==> config.mk <==
export PLATFORM = sky130hd
export DESIGN_NAME = lmsd_queue
export DESIGN_NICKNAME = d
export VERILOG_FILES = /design/src/design/lmsd_pkg.sv /design/src/design/lmsd_queue.sv
export SDC_FILE = /design/constraint.sdc
export NUM_CORES = 1
export LEC_CHECK = 0
export BUFFER_PORTS_ARGS = -buffer_cell sky130_fd_sc_hd__buf_2
export CAP_MARGIN = 20
export CORE_MARGIN = 2
export CORE_UTILIZATION = 35
export CTS_CLUSTER_SIZE = 25
export DETAILED_ROUTE_END_ITERATION = 16
export PLACE_DENSITY_LB_ADDON = 0.25
export SYNTH_ARGS = -nofsm -noshare
export SYNTH_HDL_FRONTEND = slang
export SYNTH_SLANG_ARGS = --single-unit
==> constraint.sdc <==
create_clock -name clock -period 8 [get_ports clock]
set_input_delay 1.6 -clock clock [delete_from_list [all_inputs] [get_ports clock]]
set_output_delay 1.6 -clock clock [all_outputs]
set_load 0.005 [all_outputs]
==> src/design/lmsd_pkg.sv <==
`timescale 1ns / 1ps
`default_nettype none

package lmsd_pkg;

   // signed coordinate arithmetic, wide enough for any supported frame size
   localparam int COORD_W = 16;
   localparam int PIX_W   = 16;

   localparam logic [PIX_W-1:0] BRIGHT_LEVEL = 16'd32512;
   localparam logic [PIX_W-1:0] DARK_LEVEL   = 16'd256;

   // register indexes on the configuration port
   localparam logic [2:0] REG_THRESHOLD  = 3'd0;
   localparam logic [2:0] REG_SUBTRACT   = 3'd1;
   localparam logic [2:0] REG_COPY       = 3'd2;
   localparam logic [2:0] REG_WIDTH      = 3'd3;
   localparam logic [2:0] REG_HEIGHT     = 3'd4;
   localparam logic [2:0] REG_RESTRICT   = 3'd5;
   localparam logic [2:0] REG_SEARCH_X   = 3'd6;
   localparam logic [2:0] REG_SEARCH_Y   = 3'd7;

   typedef enum logic [1:0] {
      REC_DETECT  = 2'd0,
      REC_PIXEL   = 2'd1,
      REC_SUMMARY = 2'd2
   } rec_kind_type;

   typedef struct packed {
      logic [15:0] threshold;
      logic        subtract_background;
      logic        copy_regions;
      logic [10:0] image_width;
      logic [10:0] image_height;
      logic        restrict_search;
      logic [9:0]  search_x;
      logic [9:0]  search_y;
   } cfg_type;

   // one queued result: a detection or a frame summary
   typedef struct packed {
      rec_kind_type kind;
      logic [9:0]   idx;
      logic [9:0]   x;
      logic [9:0]   y;
      logic [15:0]  frame;
      logic [10:0]  count;
      logic         bright;
      logic         dark;
      logic         limit;
      logic         copy;
      logic         last;
   } job_type;

   typedef struct packed {
      logic queue_empty;
      logic copy_busy;
   } back_status_type;

endpackage

`default_nettype wire

==> src/design/lmsd_queue.sv <==
`timescale 1ns / 1ps
`default_nettype none

module lmsd_queue
   import lmsd_pkg::*;
#(
   parameter int DEPTH = 4
) (
   input  wire logic    clock,
   input  wire logic    reset,
   input  wire logic    push_valid,
   input  wire job_type push_job,
   output logic         full,
   input  wire logic    pop,
   output job_type      head,
   output logic         empty
);

   localparam int AW = $clog2(DEPTH);

   job_type         mem_ff [DEPTH];
   logic [AW-1:0]   wr_ptr_ff;
   logic [AW-1:0]   rd_ptr_ff;
   logic [AW:0]     count_ff;

   assign full  = (count_ff == (AW+1)'(DEPTH));
   assign empty = (count_ff == '0);
   assign head  = mem_ff[rd_ptr_ff];

   // pointers wrap at the depth
   always_ff @(posedge clock) begin
      if (reset) begin
         wr_ptr_ff <= '0;
         rd_ptr_ff <= '0;
         count_ff  <= '0;
      end else begin
         if (push_valid) begin
            mem_ff[wr_ptr_ff] <= push_job;
            wr_ptr_ff <= (wr_ptr_ff == AW'(DEPTH - 1)) ? '0 : wr_ptr_ff + AW'(1);
         end
         if (pop) begin
            rd_ptr_ff <= (rd_ptr_ff == AW'(DEPTH - 1)) ? '0 : rd_ptr_ff + AW'(1);
         end
         if (push_valid && !pop) begin
            count_ff <= count_ff + (AW+1)'(1);
         end else if (pop && !push_valid) begin
            count_ff <= count_ff - (AW+1)'(1);
         end
      end
   end

endmodule

`default_nettype wire

Word-level counts from Yosys, hierarchy flattened
Memory sizes are Yosys's and may differ from the RTL's. A register that Yosys moved wholly into a read port is not among the register bits.
Index checks and enable logic that the tools add are counted.

storage, ports and cells
  register bits after elaboration = 7
  bits in latches = 0
  memory bits (writable) = 256
  memory bits (read-only) = 0
  input bits = 68
  output and inout bits = 66
  logic and storage cells = 26
  memories kept = 1

operators by class
  add/sub/neg operators = 4
  $mul = 0
  divide/modulo/power cells = 0
  order comparisons = 0
  eq/ne operators = 3
  shift operators = 0
  multiplexer cells = 9
  bitwise operators = 0
  reduce and logical (&&, ||, !) cells = 6

memories
  memory  words  bits a word  read ports  clocked after Yosys merged registers in  write ports  RTL line          source
  mem_ff  4      64           1           1                                        1            lmsd_queue.sv:21  job_type mem_ff [DEPTH];

operators with widths
  kind                                                                 number
  2-bit 2-to-1 mux                                                     4
  3-bit 2-to-1 mux                                                     2
  2-bit by 1-bit adder with 2-bit output (second input constant)       2
  2-bit equality test (second input constant)                          2
  3-bit by 1-bit adder with 3-bit output (second input constant)       1
  3-bit equality test (second input constant)                          1
  3-bit zero test                                                      1
  1-bit 2-to-1 mux                                                     3
  3-bit by 1-bit subtractor with 3-bit output (second input constant)  1
  1-bit logical AND                                                    2
  1-bit zero test                                                      2
  2-bit nonzero test                                                   1

Depth between registers and ports, before layout
Gate-level depths: netlist of the first run.

  depth after elaboration = 4
  mapped depth = 7
  mapped depth without buffers = 7

Worst setup path before layout of the first run
Ideal clock, no wire load.

  kind = input port to flip-flop
  start = input port reset
  end = memory mem_ff[0][0] (netlist name) (enable)
  setup time = 0.429 ns
  arrival time = 3.471 ns
  data required time = 7.571 ns
  path slack = 4.100 ns
  cell stages on the path = 3
  path buffers = 1
  cells stage by stage = clkbuf_1 -> nor2b_1 -> and2_1

between the ends
  longest elaborated chain between the ends = 2

RTL lines
  item                                    RTL line          source
  start, declared                         lmsd_queue.sv:10  input wire logic reset,
  1-bit 2-to-1 mux                        lmsd_queue.sv:32  if (reset) begin
  1-bit 2-to-1 mux (implied by the code)  lmsd_queue.sv:38  mem_ff[wr_ptr_ff] <= push_job;
  end, declared                           lmsd_queue.sv:21

Every way passes these cells.

==> results.cfg, run 1 <==
[detailed_routing]
routedWlPerCell_um = 19.5
first_pass_iters = 4
drc_errors = 0
detail-route-antenna-nets = 0
vias_per_cell = 4.69
drt_wl_total_mm = 18.1
first_iter_violations = 247
num_vias = 4362

[placement]
gp_congestion = 0.653
portBuffers = 133
dp_hpwl_mm = 9.74
placed_area_mm2 = 0.0108

[timing]
setup-violations-final = 0
fin_skew_ns = 0.00632
tns_ns = 0
fmax_mhz = 226
relSlewSlack_pct = 30.0
tightestPinTransition_ns = 1.05
min_period_over_period_pct = 55.2
fin_crit_ns = 4.42
finalHoldViolations = 0
rsz0062_at_grt = false
maxSlewViolCount = 0

[worst_setup_path]
crit_fanout = 33
end_kind = output pin
cp.required_ns = 6.40
path_class = reg -> out
crit_arrival_ns = 2.82
timing.rr.end = mem_ff[3][62]
reg2reg_slack_ns = 6.14
r2r-start = wr_ptr_ff[0]
cp-start-kind = flop
rr_worst_depth = 2

[clock_network]
post_cts_resized = 0
path_clk_slew_ns = 0.06
cts_sinks = 265
post-cts-setup-buffers = 0
clkLatencyLatePin_ns = 0.52
cts_tree = built
ctsHoldBuffers = 0
root_buffer = clkbuf_16
cts.path.max_buffers = 3
htreeDepth = 1
numCtsBuffers = 29

[power_and_ir_drop]
pwr-share-comb_pct = 6.5
sw_frac_of_total_pct = 20.8
ir_worst_vdd_mv = 0.155
power_frac_clock_pct = 39.3
seq_power_share_pct = 54.3
leakagePower_nw = 3.87
cellPowerDensity_mw_per_mm2 = 252
switchingPower_w = 0.000610
cellInternalPower_w = 0.00232

[final_layout]
drive_gt1_share_pct = 42.9
final_cell_area_mm2 = 0.0116
antenna_cells = 0
nets = 607
fillCellCount = 2470
syn_to_final_growth_pct = 19.2

[synth]
avgSynthCellArea_um2 = 25.7
syn_inst = 380
yosysWarnings = 0
synth_cell_types = 22
netlist_area_mm2 = 0.00976
synth_nets = 455
seq_area_frac_synth_pct = 80.6
ys_ff_latch = 265

[global_route]
grt_pass1_vias = 4770
antenna_found_initial = 1
grt-ovfl-total = 0
grt_max_degree = 65
grt_usage_pct = 12.4
grt_pass1_wl_mm = 27.3

[hold_path]
hold_path_end = count_ff[2]
hold_class = reg -> reg
hold_depth = 2
holdCritStartpoint = count_ff[2]

[floorplan]
core_area_mm2 = 0.0276
rows = 61
initial_utilization_pct = 35.3
ios = 134
dieWidth_um = 171
die_h_um = 171
die-area_mm2 = 0.0292

[job]
cap_violations = 0

[outcome]
status = finished, final reports clean
[critical path, stage by stage, from the launching register on]
cell	delay [ns]
dfxtp_4	0.81
buf_4	0.67
mux4_1	0.64
buf_2	0.14
[cells in the final DEF (no fill, tap or decap), types with 5 or more instances in the layout]
cell type / instances
edfxtp_1: 256
mux4_2: 60
clkbuf_16: 29
ha_1: 6
nor2_1: 7
buf_2: 133
clkinv_1: 9
dfxtp_1: 7
clkinv_2: 5
clkbuf_1: 8
[how the worst max path moves through the flow]
stage	start	endpoint	cells past startpoint
final	flop	head[57]	3
after floorplan	reset	mem_ff[0][0]	3
after CTS	flop	head[57]	3
after detailed placement	flop	head[57]	3
after global routing	flop	head[57]	3
after global placement	flop	head[57]	3
[cell families (layout without fill, tap and decap cells)]
| logic type | count (synthesis) | after routing | synth area share (%) |
|---|---|---|---|
| compound gates | 3 | 3 | 0.154 |
| xor+xnor | 2 | 2 | 0.179 |
| fa+ha+maj | 7 | 7 | 0.974 |
| buf+inv | 19 | 192 | 1.90 |
| flops | 265 | 265 | 80.6 |
| mux | 68 | 68 | 15.3 |
| simple gates | 16 | 16 | 0.859 |
[synth_stat cells (all sizes together)]
| cell type | n | area share (%) |
|---|---|---|
| mux4 | 64 | 15 |
| inv | 4 | 0.15 |
| o21ai | 1 | 0.051 |
| clkbuf | 2 | 0.090 |
| dfxtp | 9 | 1.8 |
| nor3b | 2 | 0.15 |
| or3 | 1 | 0.064 |
| nor3 | 1 | 0.051 |
| ha | 6 | 0.77 |
| edfxtp | 256 | 79 |
| and2 | 4 | 0.26 |
| nor2 | 7 | 0.27 |
| nor2b | 1 | 0.064 |
| a21oi | 2 | 0.10 |
| buf | 13 | 1.7 |
| mux2i | 4 | 0.41 |
| fa | 1 | 0.21 |
| xor2 | 2 | 0.18 |
[layout make-up]
class	instances	area [um2]	area share [%]
Clock inverter	15	67.6	0.581
Timing Repair Buffer	136	728	6.26
Inverter	4	15.0	0.129
Clock buffer	37	756	6.50
Sequential cell	265	7880	67.7
Multi-Input combinational cell	96	1720	14.8
Tap cell	378	473	4.07
[stage by stage]
step	worst slack (ns)	total power [W]	std cells	util, %	hold slack, ns
global route	3.29	0.00306	931	42.1	0.566
global placement	3.97	0.00181	877	38.9	0.476
floorplan	4.10	0.00173	380	-	0.466
finish	3.58	0.00293	931	42.1	0.539
CTS	3.41	0.00298	929	41.9	0.551
detailed placement	3.97	0.00182	877	38.9	0.518
[sequential cells by signal, indices dropped and copies added, names as in the netlist, named ones only]
register,flops
count_ff,3
mem_ff,256
rd_ptr_ff,2
wr_ptr_ff,2
[metal layers]
layer	wire, um	track usage (%)	vias to the layer above
met3	1070	2.85	33
met2	8930	20.8	125
met1	7730	16.3	2271
met5	13	0	-
li1	-	-	1931
met4	370	3.50	2
[power groups by stage]
stage / registers, W / clock network (W) / logic, W
6_report: 0.00159 / 0.00115 / 0.000189
5_1_grt: 0.00160 / 0.00125 / 0.000209
4_1_cts: 0.00160 / 0.00119 / 0.000193
3_5_place_dp: 0.00162 / 0 / 0.000192
3_3_place_gp: 0.00162 / 0 / 0.000185
2_1_floorplan: 0.00160 / 0 / 0.000122
No activity file was read; power rests on OpenSTA's default activity.
==> inputs of run 2 (changes only) <==
clock period = 4.1 ns   (was 8 ns; I/O delays follow)
==> results.cfg, run 2 (same netlist as run 1, synthesis figures left out) <==
[timing]
tns_ns = 0
min_period_over_period_pct = 73.6
fmax_mhz = 332
relSlewSlack_pct = 30.2
rsz0062_at_grt = false
finalHoldViolations = 0
hold_ws_ns = 0.508
tightestPinTransition_ns = 1.05
fin_skew_ns = 0.00550
fin_crit_ns = 3.02
setup-violations-final = 0
maxSlewViolCount = 0
worst_slack_ns = 1.08

[worst_setup_path]
cp.required_ns = 3.28
cp_top_family = flip-flops
cp-start-kind = flop
path_class = reg -> out
timing.rr.end = mem_ff[3][9]
worstPathCellList = mux4_2, buf_2
path_buf_inv = 1
slowest_stage = dfxtp_4
crit_fanout = 64
slowest_delay_ns = 0.99
r2r-start = wr_ptr_ff[0]
crit_arrival_ns = 2.20
reg2reg_slack_ns = 2.25
rr_worst_depth = 2
end_kind = output pin

[final_layout]
largest_reg_flops = 256
top_register = mem_ff
post-route-util_pct = 42.4
nets = 605
drive_gt1_share_pct = 44.2
antenna_cells = 0
multi_input_area_mm2 = 0.00172
syn_to_final_growth_pct = 19.9
final-seq-area_mm2 = 0.00788
layout_commonest_cell = edfxtp_1
final_cell_area_mm2 = 0.0117
largestRegisters = mem_ff (256), count_ff (3)
fillCellCount = 2445
mostFrequentLayoutCells = edfxtp_1, buf_2, mux4_2, clkbuf_16, clkinv_2

[placement]
dp_slack_ns = 1.52
gp_congestion = 0.664
portBuffers = 133
dp_hpwl_mm = 9.70
placed_area_mm2 = 0.0108

[hold_path]
hold_depth = 1
hold_class = in -> reg
hold_path_end = mem_ff[2][62]
holdCritStartpoint = push_job[62]

[detailed_routing]
drt_wl_total_mm = 17.6
vias_per_cell = 4.65
detail-route-antenna-nets = 0
num_vias = 4329
first_iter_violations = 247
drc_errors = 0
routedWlPerCell_um = 18.9
first_pass_iters = 7

[clock_network]
htreeDepth = 1
root_buffer = clkbuf_16
ctsHoldBuffers = 0
path_clk_slew_ns = 0.06
numCtsBuffers = 28
clkLatencyLatePin_ns = 0.52
cts_tree = built
cts_sinks = 265
cts.path.max_buffers = 3
post_cts_resized = 0
post-cts-setup-buffers = 0

[floorplan]
ios = 134
initial_utilization_pct = 35.3
core_area_mm2 = 0.0276
dieWidth_um = 171
die-area_mm2 = 0.0292
rows = 61
die_h_um = 171

[power_and_ir_drop]
cellPowerDensity_mw_per_mm2 = 508
ir_worst_vdd_mv = 0.244
leakagePower_nw = 3.91

[global_route]
grt_max_degree = 65
grt_usage_pct = 12.1
grt_pass1_vias = 4787
antenna_found_initial = 2
grt_pass1_wl_mm = 26.8
grt-ovfl-total = 0

[job]
cap_violations = 0

[outcome]
status = finished, final reports clean
## run 2: cell types whose count changed in the layout (fill, tap and decap cells not counted), moves of 2 or more
cell,change
clkinv_1,-5
clkbuf_1,-3
clkinv_2,+3
buf_16,-2
bufinv_16,+2
clkbuf_16,+2
## run 2: metal layers
layer  global-route usage, %  vias up  share of wire, %
met5                       0        -              0.15
met4                    3.28        4               1.4
met1                    15.3     2265                42
li1                        -     1919                 -
met2                    20.4      114                50
met3                    3.70       27               6.7
## run 2: cell type report
class	instances	area share [%]
clock inverter	15	1.05
clock buffer	37	6.91
timing repair buffer	135	5.92
multi-input combinational	96	14.7
tap	378	4.04
inverter	4	0.128
sequential	265	67.3
## run 2: worst max-delay path by stage
stage	start	to	slack [ns]	depth (start not counted)
floorplan	reset	mem_ff[0][0]	0.98	3
global placement	push_valid	mem_ff[2][59]	1.56	3
detailed placement	push_valid	mem_ff[3][63]	1.52	3
CTS	flop	head[56]	1.01	3
global route	flop	head[56]	0.92	3
finish	flop	head[2]	1.08	2
## run 2: stage by stage
| stage | power (W) | instances |
|---|---|---|
| after floorplan | 0.00337 | 380 |
| after global placement | 0.00353 | 878 |
| after detailed placement | 0.00354 | 878 |
| after CTS | 0.00605 | 930 |
| after global routing | 0.00619 | 930 |
| final | 0.00595 | 930 |
## run 2: power breakdown
part / switching, W / internal, W
registers: 0.0000434 / 0.00305
clock network: 0.000974 / 0.00151
logic: 0.000182 / 0.000195
total: 0.00120 / 0.00475
