**src/design/lmsd_pkg.sv**
```systemverilog
`timescale 1ns / 1ps
`default_nettype none

package lmsd_pkg;

   // signed coordinate arithmetic, wide enough for any supported frame size
   localparam int COORD_W = 16;
   localparam int PIX_W   = 16;

   localparam logic [PIX_W-1:0] BRIGHT_LEVEL = 16'd32512;
   localparam logic [PIX_W-1:0] DARK_LEVEL   = 16'd256;

   // register indexes on the configuration port
   localparam logic [2:0] REG_THRESHOLD  = 3'd0;
   localparam logic [2:0] REG_SUBTRACT   = 3'd1;
   localparam logic [2:0] REG_COPY       = 3'd2;
   localparam logic [2:0] REG_WIDTH      = 3'd3;
   localparam logic [2:0] REG_HEIGHT     = 3'd4;
   localparam logic [2:0] REG_RESTRICT   = 3'd5;
   localparam logic [2:0] REG_SEARCH_X   = 3'd6;
   localparam logic [2:0] REG_SEARCH_Y   = 3'd7;

   typedef enum logic [1:0] {
      REC_DETECT  = 2'd0,
      REC_PIXEL   = 2'd1,
      REC_SUMMARY = 2'd2
   } rec_kind_type;

   typedef struct packed {
      logic [15:0] threshold;
      logic        subtract_background;
      logic        copy_regions;
      logic [10:0] image_width;
      logic [10:0] image_height;
      logic        restrict_search;
      logic [9:0]  search_x;
      logic [9:0]  search_y;
   } cfg_type;

   // one queued result: a detection or a frame summary
   typedef struct packed {
      rec_kind_type kind;
      logic [9:0]   idx;
      logic [9:0]   x;
      logic [9:0]   y;
      logic [15:0]  frame;
      logic [10:0]  count;
      logic         bright;
      logic         dark;
      logic         limit;
      logic         copy;
      logic         last;
   } job_type;

   typedef struct packed {
      logic queue_empty;
      logic copy_busy;
   } back_status_type;

endpackage

`default_nettype wire

```
**src/design/lmsd_back.sv**
```systemverilog
`timescale 1ns / 1ps
`default_nettype none

module lmsd_back
   import lmsd_pkg::*;
#(
   parameter int WINDOW_RADIUS = 3
) (
   input  wire logic        clock,
   input  wire logic        reset,
   output logic             pop,
   input  wire job_type     head,
   input  wire logic        empty,
   input  wire logic [PIX_W-1:0] window [(2*WINDOW_RADIUS+1)*(2*WINDOW_RADIUS+1)],
   output back_status_type  status,
   output logic             rsp_valid,
   input  wire logic        rsp_stall,
   output logic [1:0]       rsp_record_kind,
   output logic [9:0]       rsp_detection_index,
   output logic [9:0]       rsp_pos_x,
   output logic [9:0]       rsp_pos_y,
   output logic [15:0]      rsp_frame_out,
   output logic [15:0]      rsp_pixel_value,
   output logic [10:0]      rsp_detection_count,
   output logic             rsp_bright_warning,
   output logic             rsp_dark_warning,
   output logic             rsp_limit_reached,
   output logic             rsp_last
);

   localparam int SIDE = 2 * WINDOW_RADIUS + 1;
   localparam int NPIX = SIDE * SIDE;
   localparam int RW   = $clog2(SIDE);
   localparam int PW   = $clog2(NPIX);

   job_type        cur_ff;
   logic           busy_ff;
   logic [RW-1:0]  r_ff;
   logic [RW-1:0]  c_ff;
   logic [PW-1:0]  p_ff;
   logic           valid_ff;
   rec_kind_type   kind_ff;
   logic [9:0]     idx_ff, x_ff, y_ff;
   logic [15:0]    frame_ff, value_ff;
   logic [10:0]    count_ff;
   logic           bright_ff, dark_ff, limit_ff, last_ff;

   logic can_load;

   assign can_load = !valid_ff || !rsp_stall;
   assign pop      = can_load && !busy_ff && !empty;

   assign status.queue_empty = empty;
   assign status.copy_busy   = busy_ff;

   // output register fed from the queue head or from the window copy
   always_ff @(posedge clock) begin
      if (reset) begin
         valid_ff <= 1'b0;
         busy_ff  <= 1'b0;
         r_ff     <= '0;
         c_ff     <= '0;
         p_ff     <= '0;
      end else if (can_load) begin
         if (busy_ff) begin
            valid_ff  <= 1'b1;
            kind_ff   <= REC_PIXEL;
            idx_ff    <= cur_ff.idx;
            x_ff      <= 10'(c_ff);
            y_ff      <= 10'(r_ff);
            frame_ff  <= cur_ff.frame;
            value_ff  <= window[p_ff];
            count_ff  <= cur_ff.count;
            bright_ff <= cur_ff.bright;
            dark_ff   <= cur_ff.dark;
            limit_ff  <= cur_ff.limit;
            last_ff   <= cur_ff.last && (p_ff == PW'(NPIX - 1));
            p_ff      <= p_ff + PW'(1);
            if (c_ff == RW'(SIDE - 1)) begin
               c_ff <= '0;
               r_ff <= r_ff + RW'(1);
            end else begin
               c_ff <= c_ff + RW'(1);
            end
            if (p_ff == PW'(NPIX - 1)) begin
               busy_ff <= 1'b0;
            end
         end else if (!empty) begin
            valid_ff  <= 1'b1;
            cur_ff    <= head;
            kind_ff   <= head.kind;
            idx_ff    <= head.idx;
            x_ff      <= head.x;
            y_ff      <= head.y;
            frame_ff  <= head.frame;
            value_ff  <= '0;
            count_ff  <= head.count;
            bright_ff <= head.bright;
            dark_ff   <= head.dark;
            limit_ff  <= head.limit;
            last_ff   <= head.last && !head.copy;
            if (head.kind == REC_DETECT && head.copy) begin
               busy_ff <= 1'b1;
               r_ff    <= '0;
               c_ff    <= '0;
               p_ff    <= '0;
            end
         end else begin
            valid_ff <= 1'b0;
         end
      end
   end

   assign rsp_valid           = valid_ff;
   assign rsp_record_kind     = kind_ff;
   assign rsp_detection_index = idx_ff;
   assign rsp_pos_x           = x_ff;
   assign rsp_pos_y           = y_ff;
   assign rsp_frame_out       = frame_ff;
   assign rsp_pixel_value     = value_ff;
   assign rsp_detection_count = count_ff;
   assign rsp_bright_warning  = bright_ff;
   assign rsp_dark_warning    = dark_ff;
   assign rsp_limit_reached   = limit_ff;
   assign rsp_last            = last_ff;

endmodule

`default_nettype wire

```
**config.mk**
```make
export PLATFORM = sky130hd
export DESIGN_NAME = lmsd_back
export DESIGN_NICKNAME = d
export VERILOG_FILES = /design/src/design/lmsd_pkg.sv /design/src/design/lmsd_back.sv
export SDC_FILE = /design/constraint.sdc
export NUM_CORES = 1
export LEC_CHECK = 0
export BUFFER_PORTS_ARGS = -buffer_cell sky130_fd_sc_hd__buf_2
export CORE_AREA = 2 2 369 371
export DETAILED_ROUTE_END_ITERATION = 16
export DIE_AREA = 0 0 371 373
export GPL_TIMING_DRIVEN = 0
export SYNTH_ARGS = -nofsm -noshare
export SYNTH_HDL_FRONTEND = slang
export SYNTH_SLANG_ARGS = --single-unit
```
**constraint.sdc**
```tcl
create_clock -name clock -period 14.1 [get_ports clock]
set_input_delay 0 -clock clock [delete_from_list [all_inputs] [get_ports clock]]
set_output_delay 0 -clock clock [all_outputs]
set_load 0.1 [all_outputs]
```
**Word level (Yosys, flattened, before mapping)**

Cells that the tools add are included.
Widths: inputs -> output; s select.

- Flip-flop bits (word level): 134

- Add/subtract/negate cells: 3
- Order comparisons: 1
- Equality and inequality tests: 4
- Muxes and demuxes: 39
- Bitwise logic cells: 4
- Reductions and logical operators: 17

Operator list:

| kind | count |
|---|---|
| $bmux 16 s6 | 1 |
| $mux 16 | 6 |
| $mux 10 | 4 |
| $mux 3 | 8 |
| $mux 11 | 2 |
| $mux 6 | 3 |
| $mux 1 | 14 |
| $reduce_and 4->1 | 2 |
| $ge 7x7->1 const B | 1 |
| $not 6->7 | 1 |
| $add 3x1->3 const B | 2 |
| $add 6x1->6 const B | 1 |
| $eq 6x6->1 const B | 1 |
| $reduce_and 3->1 | 2 |
| $logic_and 1x1->1 | 5 |
| $logic_not 1->1 | 5 |
| $ne 2x1->1 const B | 2 |
| $eq 3x3->1 const B | 1 |
| $not 1->1 | 3 |
| $logic_not 2->1 | 1 |
| $mux 2 | 1 |
| $reduce_bool 2->1 | 1 |
| $logic_or 1x1->1 | 1 |

**Logic depth before layout (Yosys ltp)**

Gate-level depths: netlist of run 1.

- Depth after elaboration: 5
- Depth in mapped cells: 10
- Gate-level depth less buffers: 5

**Worst setup path after synthesis of run 1**

OpenSTA, ideal clock, no wires.

- Path type: register -> register
- Start point: register valid_ff (netlist: rsp_valid)
- End point: register bright_ff (netlist: rsp_bright_warning), enable pin
- Setup time: 0.613 ns
- Arrival time: 6.394 ns
- Slack: 7.093 ns
- Stages on the path, launching flop included: 3
- Path buffers: 0
- Period minus slack after synthesis: 7.007 ns
- Cells stage by stage: dfxtp_1 > and2_1 > nor3_1

- Word-level cells in the longest chain between the ends: 3

RTL lines:

| item | line | text |
|---|---|---|
| start, declared | lmsd_back.sv:41 | `logic valid_ff;` |
| start signal, assigned | lmsd_back.sv:59 | `valid_ff <= 1'b0;` |
| start signal, assigned | lmsd_back.sv:66 | `valid_ff <= 1'b1;` |
| start signal, assigned | lmsd_back.sv:89 | `valid_ff <= 1'b1;` |
| $logic_not 1->1 | lmsd_back.sv:50 | `assign can_load = !valid_ff \|\| !rsp_stall;` |
| $logic_or 1x1->1 | lmsd_back.sv:50 |  |
| $reduce_and 3->1 (no source line) | -- |  |
| end signal, assigned | lmsd_back.sv:74 | `bright_ff <= cur_ff.bright;` |
| end signal, assigned | lmsd_back.sv:98 | `bright_ff <= head.bright;` |
| end, declared | lmsd_back.sv:46 | `logic bright_ff, dark_ff, limit_ff, last_ff;` |

No other way between the ends.
A chain may end at the register's enable or synchronous reset.

**Final worst setup path of run 1**

- Start point: register p_ff[1]
- End point: register value_ff[3] (netlist: rsp_pixel_value[3]), data pin

- Word-level cells in the longest chain between the ends: 5

RTL lines:

| item | line | text |
|---|---|---|
| start, declared | lmsd_back.sv:40 | `logic [PW-1:0] p_ff;` |
| start signal, assigned | lmsd_back.sv:78 | `p_ff <= p_ff + PW'(1);` |
| $not 6->7 (not written as such) | lmsd_back.sv:72 | `value_ff <= window[p_ff];` |
| $bmux 16 s6 | lmsd_back.sv:72 |  |
| $mux 16 (not written as such) (2 in series) | lmsd_back.sv:72 |  |
| $mux 16 | lmsd_back.sv:65 | `if (busy_ff) begin` |
| end signal, assigned | lmsd_back.sv:72 |  |
| end, declared | lmsd_back.sv:44 | `logic [15:0] frame_ff, value_ff;` |

No other way between the ends. The select of a mux whose other input is x is not followed.

==> metrics.md, run 1 <==
| Metric | Value |
|---|---|
| Status | `finished clean` |
| Routed via count | `14500` |
| Area of the multi-input gates | `7030 um^2` |
| Routability Congestion | `1.04` |
| Port buffer count | `934` |
| WP buf/inv | `4` |
| DP HPWL | `111000 um` |
| Syn. warnings | `0` |
| Area leader, netlist | `mux4_2` |
| First-pass GRT wire length | `156000 um` |
| Pint | `891 uW` |
| First-pass DRT Iterations | `5` |
| Final Power | `1360 uW` |
| Critical-path cell list | `buf_4 > buf_2 > buf_4 > buf_2 > mux4_2 > a221oi_1 > nor3_1` |
| Slowest cell delay on critical path | `0.96 ns` |
| Leak | `0.00780 uW` |
| Core Area | `135000 um^2` |
| Ys async rst share | `0%` |
| Mux cell area share after synthesis | `45.3%` |
| Synth Flop Type | `edfxtp_1` |
| Slowest-stage cell, CP | `a221oi_1` |
| Fillers | `15200` |
| MaxCap Viol Count | `0` |
| Clock share of power | `35.5%` |
| GRT Total Usage | `17.9%` |
| Mapped cell area | `11500 um^2` |
| Vias in the first global route | `14300` |
| Initial core utilization | `8.52%` |
| Die area | `138000 um^2` |
| P&R area growth vs syn | `75.1%` |
| Post-route design area | `20100 um^2` |
| CP Max Fanout | `10` |
| Worst setup EP type | `flop` |
| Largest net degree at the start of global routing | `17` |
| Clock skew | `0.0189 ns` |
| Htree depth | `4` |
| Final Cycle Share | `29.2%` |
| Final hold vios | `0` |
| Layout cells sized above 1 | `68.7%` |
| Setup Crit Path Kind | `reg2reg` |
| Fmax | `243 MHz` |
| PwrDens | `67.6 nW/um^2` |
| Sw Ratio | `34.3%` |
| Critical Path AT | `4.34 ns` |
| Post-synth EDFFs | `120` |
| Hold Worst Slack | `0.0895 ns` |
| Sequential fraction of the synthesis area | `33.9%` |
| Compound-Gate Fraction of Synth Area | `8.02%` |
| XOR/XNOR Fraction of Synth Area | `0.382%` |
| Post-CTS Resized | `0` |
| Post-Syn Nets | `1676` |
| Critical path launch point type | `flop` |
| Final setup violating endpoints | `0` |
| Delay-heaviest family, CP | `buffers and inverters` |
| RSZ-0062 raised after global routing | `false` |
| Root buf cell | `clkbuf_16` |
| VDD IR max | `0.0000941 V` |
| Cell row count | `135` |
| CTS buffer count | `17` |
| Vias per cell | `3.88` |
| Unique masters post-synth | `60` |
| Worst EP required | `14.32 ns` |
| Synth Register Bits | `134` |
| Mean post-synth cell area | `14.0 um^2` |
| Sequential Area | `3880 um^2` |
| Clock Pin Slew Worst Setup and Hold Paths | `0.10 ns` |
| TritonCTS clock tree | `yes` |
| Slew Limit Fails | `0` |
| Die Y | `373 um` |
| DRC viols | `0` |
| Synth Area in Simple Gates | `7.04%` |
| Largest family of logic cells by synthesized area | `multiplexers` |
| Initial antenna violation count | `150` |
| GRT overflow | `0` |
| Tmin final | `4.11 ns` |
| Total wire length | `129000 um` |
| Comb power frac | `30.7%` |
| Synth area leaders | `mux4_2, edfxtp_1, mux2i_1` |
| Synth top area share | `32.2%` |
| Hold-fix buffers, CTS | `68` |
| Adder-cell share of the synthesized area | `0.327%` |
| Cell Area, Placed | `18600 um^2` |
| Mapped Cells | `821` |
| Post-CTS Setup Repair Bufs | `0` |
| Layout Nets | `2718` |
| Antenna-violating nets left | `0` |
| Sink Count | `134` |
| Initial DRC count | `1384` |
| Wire per inst | `34.5 um` |
| Hold crit path type | `in2reg` |
| Worst-Skew Late Latency | `0.51 ns` |
| Slew headroom | `13.9%` |
| IO Count | `935` |
| Switching power | `466 uW` |
| Clock tree buffer depth | `2` |
| Die width | `371 um` |
| Sequential power share | `33.7%` |
| Worst slew pin tran | `1.29 ns` |
## registers in the layout, summed over array words and instances, names as in the netlist, 2 cells and up
register and flops:
rsp_detection_count 11, rsp_pos_x 10, rsp_pixel_value 16, rsp_record_kind 2
rsp_detection_index 10, p_ff 6, rsp_pos_y 10, c_ff 3
cur_ff 41, rsp_frame_out 16, r_ff 3
## layer usage
metal | wire (um) | vias to the layer above | track usage, %
met4 | 4900 | 58 | 6.54
met3 | 13400 | 291 | 7.22
li1 | - | 5700 | -
met5 | 774 | - | 1.60
met2 | 58800 | 1214 | 28.5
met1 | 50900 | 7235 | 21.5
## path summary, 6_finish.rpt
path	startpoint	to	slack (ns)	cells past startpoint
max	p_ff[1]$_SDFFE_PP0P_	rsp_pixel_value[3]$_SDFFCE_PN0P_	9.99	7
min	window[1]	rsp_pixel_value[1]$_SDFFCE_PN0P_	0.09	4
max reg2reg	p_ff[1]$_SDFFE_PP0P_	rsp_pixel_value[3]$_SDFFCE_PN0P_	9.99	7
min reg2reg	r_ff[1]$_SDFFE_PP0P_	r_ff[1]$_SDFFE_PP0P_	0.51	2
## per-stage QoR
stage	setup TNS (ns)	setup WS, ns	instances	util (%)
detailed placement	0	9.67	3557	13.8
finish	0	9.99	3733	14.9
floorplan	0	7.09	821	-
global placement	-9.32	-0.153	3536	13.6
global route	0	9.57	3704	14.9
CTS	0	9.66	3657	14.8
## power by group through the flow
stage | Sequential [uW] | Clock [uW] | Combinational (uW)
after CTS | 458 | 511 | 420
after global routing | 459 | 520 | 437
final | 458 | 482 | 417
after global placement | 472 | 0 | 391
after detailed placement | 466 | 0 | 402
after floorplan | 549 | 0 | 107
## cell families after synthesis
family,count (synthesis)
AOI/OAI and AO/OA,126
xor gates and xnor gates,5
adders and majority gates,3
buffers and inverters,92
DFF,134
muxes,303
and+or+nand+nor,158
## cells in the final DEF, fill, tap and decap left out, types with 17 or more instances in the layout
master         count
mux4_2           164
clkbuf_1          17
nand2_1           47
clkbuf_16         18
buf_2            954
a221oi_1          21
dlygate4sd3_1     68
nor2b_1           23
diode_2           76
a21oi_1           21
buf_4             29
buf_6             26
mux2i_1           74
a22oi_1           19
nor2_1            26
edfxtp_1         120
nand3_1           18
mux2_2            63
## tightest hold or removal path: cells and delay by family
kind | cells | cell delay [ns]
AO/OA/AOI/OAI | 3 | 0.41
buffers and inverters | 1 | 0.08
## cells in the mapped netlist, types with 4 or more instances
| library cell | count |
|---|---|
| nor3_1 | 11 |
| and3_1 | 4 |
| o211ai_1 | 4 |
| o221ai_1 | 16 |
| nand2_1 | 47 |
| xor2_1 | 4 |
| a221oi_1 | 22 |
| dfxtp_1 | 14 |
| buf_2 | 19 |
| buf_6 | 16 |
| and4_1 | 8 |
| o2111ai_1 | 5 |
| nor2_1 | 26 |
| a21oi_1 | 21 |
| a31oi_1 | 7 |
| buf_4 | 19 |
| edfxtp_1 | 120 |
| nor2b_1 | 23 |
| mux2i_1 | 74 |
| nand3_1 | 18 |
| buf_1 | 9 |
| mux4_2 | 164 |
| clkbuf_1 | 25 |
| o21ai_0 | 17 |
| a22oi_1 | 19 |
| mux2_2 | 63 |
## area by class of cell
class	instances	share of cell area [%]
buffer	89	2.88
inverter	3	0.0561
sequential	134	19.3
clock buffer	19	2.26
multi-input combinational	595	35.0
tap	1781	11.1
timing repair buffer	1023	27.7
antenna	76	0.948
clock inverter	13	0.679
No activity file was read; power rests on OpenSTA's default activity.
==> run 2, diff against run 1 <==
==> constraint.sdc (replaced) <==
create_clock -name clock -period 3.8 [get_ports clock]
set_input_delay 0 -clock clock [delete_from_list [all_inputs] [get_ports clock]]
set_output_delay 0 -clock clock [all_outputs]
set_load 0.1 [all_outputs]
==> run 2 against run 1 <==
  * Combinational power rose to 3.7 times the previous value
  * Via count fell by 0.14%
  * Total power rose to 3.6 times the previous value
  * Die area did not move
  * Clock skew fell by 0.0014 ns
==> metrics.md, run 2 (same netlist as run 1, synthesis figures left out) <==
| Metric | Value |
|---|---|
| Initial core utilization | `8.52% (unchanged)` |
| Total wire length | `128000 um (was 129000 um)` |
| Non-Filler Instances | `3725 (was 3733)` |
| Status | `finished clean (unchanged)` |
| Placed cells | `3549 (was 3557)` |
| Max reg flops | `41 (unchanged)` |
| Layout Nets | `2709 (was 2718)` |
| Sink Count | `134 (unchanged)` |
| FF-to-FF setup slack | `0.03 ns (was 9.99 ns)` |
| Most flop-heavy register | `cur_ff (unchanged)` |
| Critical path launch point type | `flop (unchanged)` |
| Leak | `0.00780 uW (about the same)` |
| Worst-Skew Late Latency | `0.50 ns (was 0.51 ns)` |
| Clock Pin Slew Worst Setup and Hold Paths | `0.09 ns (was 0.10 ns)` |
| Vias per cell | `3.89 (was 3.88)` |
| GRT overflow | `0 (unchanged)` |
| Die Y | `373 um (unchanged)` |
| WHS Path Cells | `4 (unchanged)` |
| Worst r2r src | `p_ff[1]$_SDFFE_PP0P_ (unchanged)` |
| Most used cell, CP | `buf_4` |
| Reg2reg end | `rsp_pixel_value[4]$_SDFFCE_PN0P_ (was rsp_pixel_value[3]$_SDFFCE_PN0P_)` |
| Most common cell after layout, fill and taps aside | `buf_2 (unchanged)` |
| Routability Congestion | `1.09 (was 1.04)` |
| PwrDens | `244 nW/um^2 (was 67.6 nW/um^2)` |
| Routed via count | `14500 (about the same)` |
| GRT Total Usage | `17.8% (was 17.9%)` |
| Setup Crit Path Kind | `reg2reg (unchanged)` |
| Hold crit path type | `in2reg (unchanged)` |
| P&R area growth vs syn | `75.2% (was 75.1%)` |
| Antenna-violating nets left | `0 (unchanged)` |
| Final hold vios | `0 (unchanged)` |
| Most frequent cells in the layout | `buf_2, mux4_2, edfxtp_1, mux2i_1, dlygate4sd3_1 (unchanged)` |
| Clock tree buffer depth | `2 (unchanged)` |
| Slew headroom | `1.92% (was 13.9%)` |
| MaxCap Viol Count | `0 (unchanged)` |
| Die area | `138000 um^2 (unchanged)` |
| DRC viols | `0 (unchanged)` |
| Initial antenna violation count | `145 (was 150)` |
| Htree depth | `4 (unchanged)` |
| Vias in the first global route | `14300 (about the same)` |
| Critical-path cell list | `buf_4 > buf_6 > buf_4 > buf_2 > mux4_2 > o21ai_0 > a31oi_1 > and4_1 (was buf_4 > buf_2 > buf_4 > buf_2 > mux4_2 > a221oi_1 > nor3_1)` |
| Final setup violating endpoints | `0 (unchanged)` |
| RSZ-0062 raised after global routing | `false (unchanged)` |
| Post-CTS Setup Repair Bufs | `0 (unchanged)` |
| First-pass GRT wire length | `154000 um (was 156000 um)` |
| End of the worst hold path | `rsp_pixel_value[14]$_SDFFCE_PN0P_ (was rsp_pixel_value[1]$_SDFFCE_PN0P_)` |
| Cell row count | `135 (unchanged)` |
| Clock skew | `0.0175 ns (was 0.0189 ns)` |
| Slowest cell delay on critical path | `0.80 ns (was 0.96 ns)` |
| Worst EP required | `4.05 ns (was 14.32 ns)` |
| Path depth of the worst reg2reg path | `8 (was 7)` |
| Largest net degree at the start of global routing | `18 (was 17)` |
| Wire per inst | `34.3 um (was 34.5 um)` |
| Root buf cell | `clkbuf_16 (unchanged)` |
| Fillers | `15200 (about the same)` |
| Layout cells sized above 1 | `68.9% (was 68.7%)` |
| Worst slew pin tran | `1.47 ns (was 1.29 ns)` |
| Initial DRC count | `1351 (was 1384)` |
| Util after Layout | `14.9% (about the same)` |
| Slowest-stage cell, CP | `o21ai_0 (was a221oi_1)` |
| Core Area | `135000 um^2 (unchanged)` |
| Fmax | `265 MHz (was 243 MHz)` |
| Area of the multi-input gates | `7080 um^2 (was 7030 um^2)` |
| DP HPWL | `110000 um (was 111000 um)` |
| TritonCTS clock tree | `yes (unchanged)` |
| HP Start | `window[14] (was window[1])` |
| IO Count | `935 (unchanged)` |
| CTS buffer count | `17 (unchanged)` |
| Final Cycle Share | `99.3% (was 29.2%)` |
| First-pass DRT Iterations | `5 (unchanged)` |
| VDD IR max | `0.000333 V (was 0.0000941 V)` |
| Sequential Area | `3880 um^2 (unchanged)` |
| Worst setup EP type | `flop (unchanged)` |
| Port buffer count | `934 (unchanged)` |
| Critical Path AT | `4.02 ns (was 4.34 ns)` |
| Die width | `371 um (unchanged)` |
| Slew Limit Fails | `0 (unchanged)` |
| Tmin final | `3.77 ns (was 4.11 ns)` |
| Setup Total Neg Slack | `0 ns (unchanged)` |
| CP Max Fanout | `10 (unchanged)` |
[run 2: cell types whose count changed in the layout (fill, tap and decap cells not counted), sizes merged]
cell / delta
clkinvlp: -2
buf: -9
clkinv: +1
clkbuf: +3
bufinv: -1
diode: +1
inv: -1
[run 2: worst max-delay path by stage]
stage	from	end	slack [ns]	depth (start not counted)
final	p_ff[1]$_SDFFE_PP0P_	rsp_pixel_value[4]$_SDFFCE_PN0P_	0.03	8
after global routing	p_ff[0]$_SDFFE_PP0P_	rsp_pixel_value[14]$_SDFFCE_PN0P_	0.009	9
after CTS	p_ff[0]$_SDFFE_PP0P_	rsp_pixel_value[12]$_SDFFCE_PN0P_	0.007	10
after detailed placement	p_ff[4]$_SDFFE_PP0P_	rsp_pixel_value[12]$_SDFFCE_PN0P_	-0.65	7
after global placement	busy_ff$_SDFFE_PP0N_	rsp_detection_index[5]$_DFFE_PP_	-2.89	4
after floorplan	rsp_valid$_SDFFE_PP0N_	cur_ff[0]$_DFFE_PP_	0.07	2
[run 2: layer usage]
| metal | share of wire (%) | GRT usage [%] | vias to the layer above |
|---|---|---|---|
| li1 | - | - | 5676 |
| met1 | 40 | 21.3 | 7239 |
| met2 | 47 | 29.4 | 1187 |
| met3 | 9.6 | 6.33 | 316 |
| met4 | 3.5 | 5.42 | 60 |
| met5 | 0.39 | 0 | - |
[run 2: critical path: cells and delay by family (launching register included)]
kind	cells	cell delay [ns]
and+or+nand+nor	1	0.30
buffers and inverters	4	1.30
AOI/OAI and AO/OA	2	1.19
muxes	1	0.37
DFF	1	0.34
[run 2: final cells by class]
type                            instances  area share [%]
Antenna cell                           77           0.959
Clock inverter                         10           0.343
Sequential cell                       134            19.3
Buffer                                 88            2.88
Inverter                                3          0.0561
Tap cell                             1781            11.1
Multi-Input combinational cell        595            35.3
Clock buffer                           22            2.32
Timing Repair Buffer                 1015            27.8
[run 2: timing repair]
item                                    CTS  global route
resized for setup                        13             1
gates cloned                              0             0
hold buffers                             68             0
endpoints found under the setup margin   15             1
endpoints found under the hold margin   117             0
pin swaps                                 0             0
[run 2: stage by stage]
| stage | power [uW] | area, um^2 | hold slack (ns) | worst slack [ns] |
|---|---|---|---|---|
| finish | 4910 | 20100 | 0.0886 | 0.0283 |
| floorplan | 2430 | 11500 | 0.0989 | 0.0729 |
| CTS | 5010 | 19900 | 0.0283 | 0.00677 |
| global route | 5100 | 20000 | 0.0754 | 0.00927 |
| detailed placement | 3230 | 18600 | 0.192 | -0.646 |
| global placement | 3190 | 18400 | 0.192 | -2.89 |
[run 2: report_power, final]
part,internal [uW],total (uW),leakage [uW],switching (uW)
Combinational,671,1560,0.00630,891
Sequential,1680,1700,0.00123,15.9
Clock,873,1650,0.000266,776
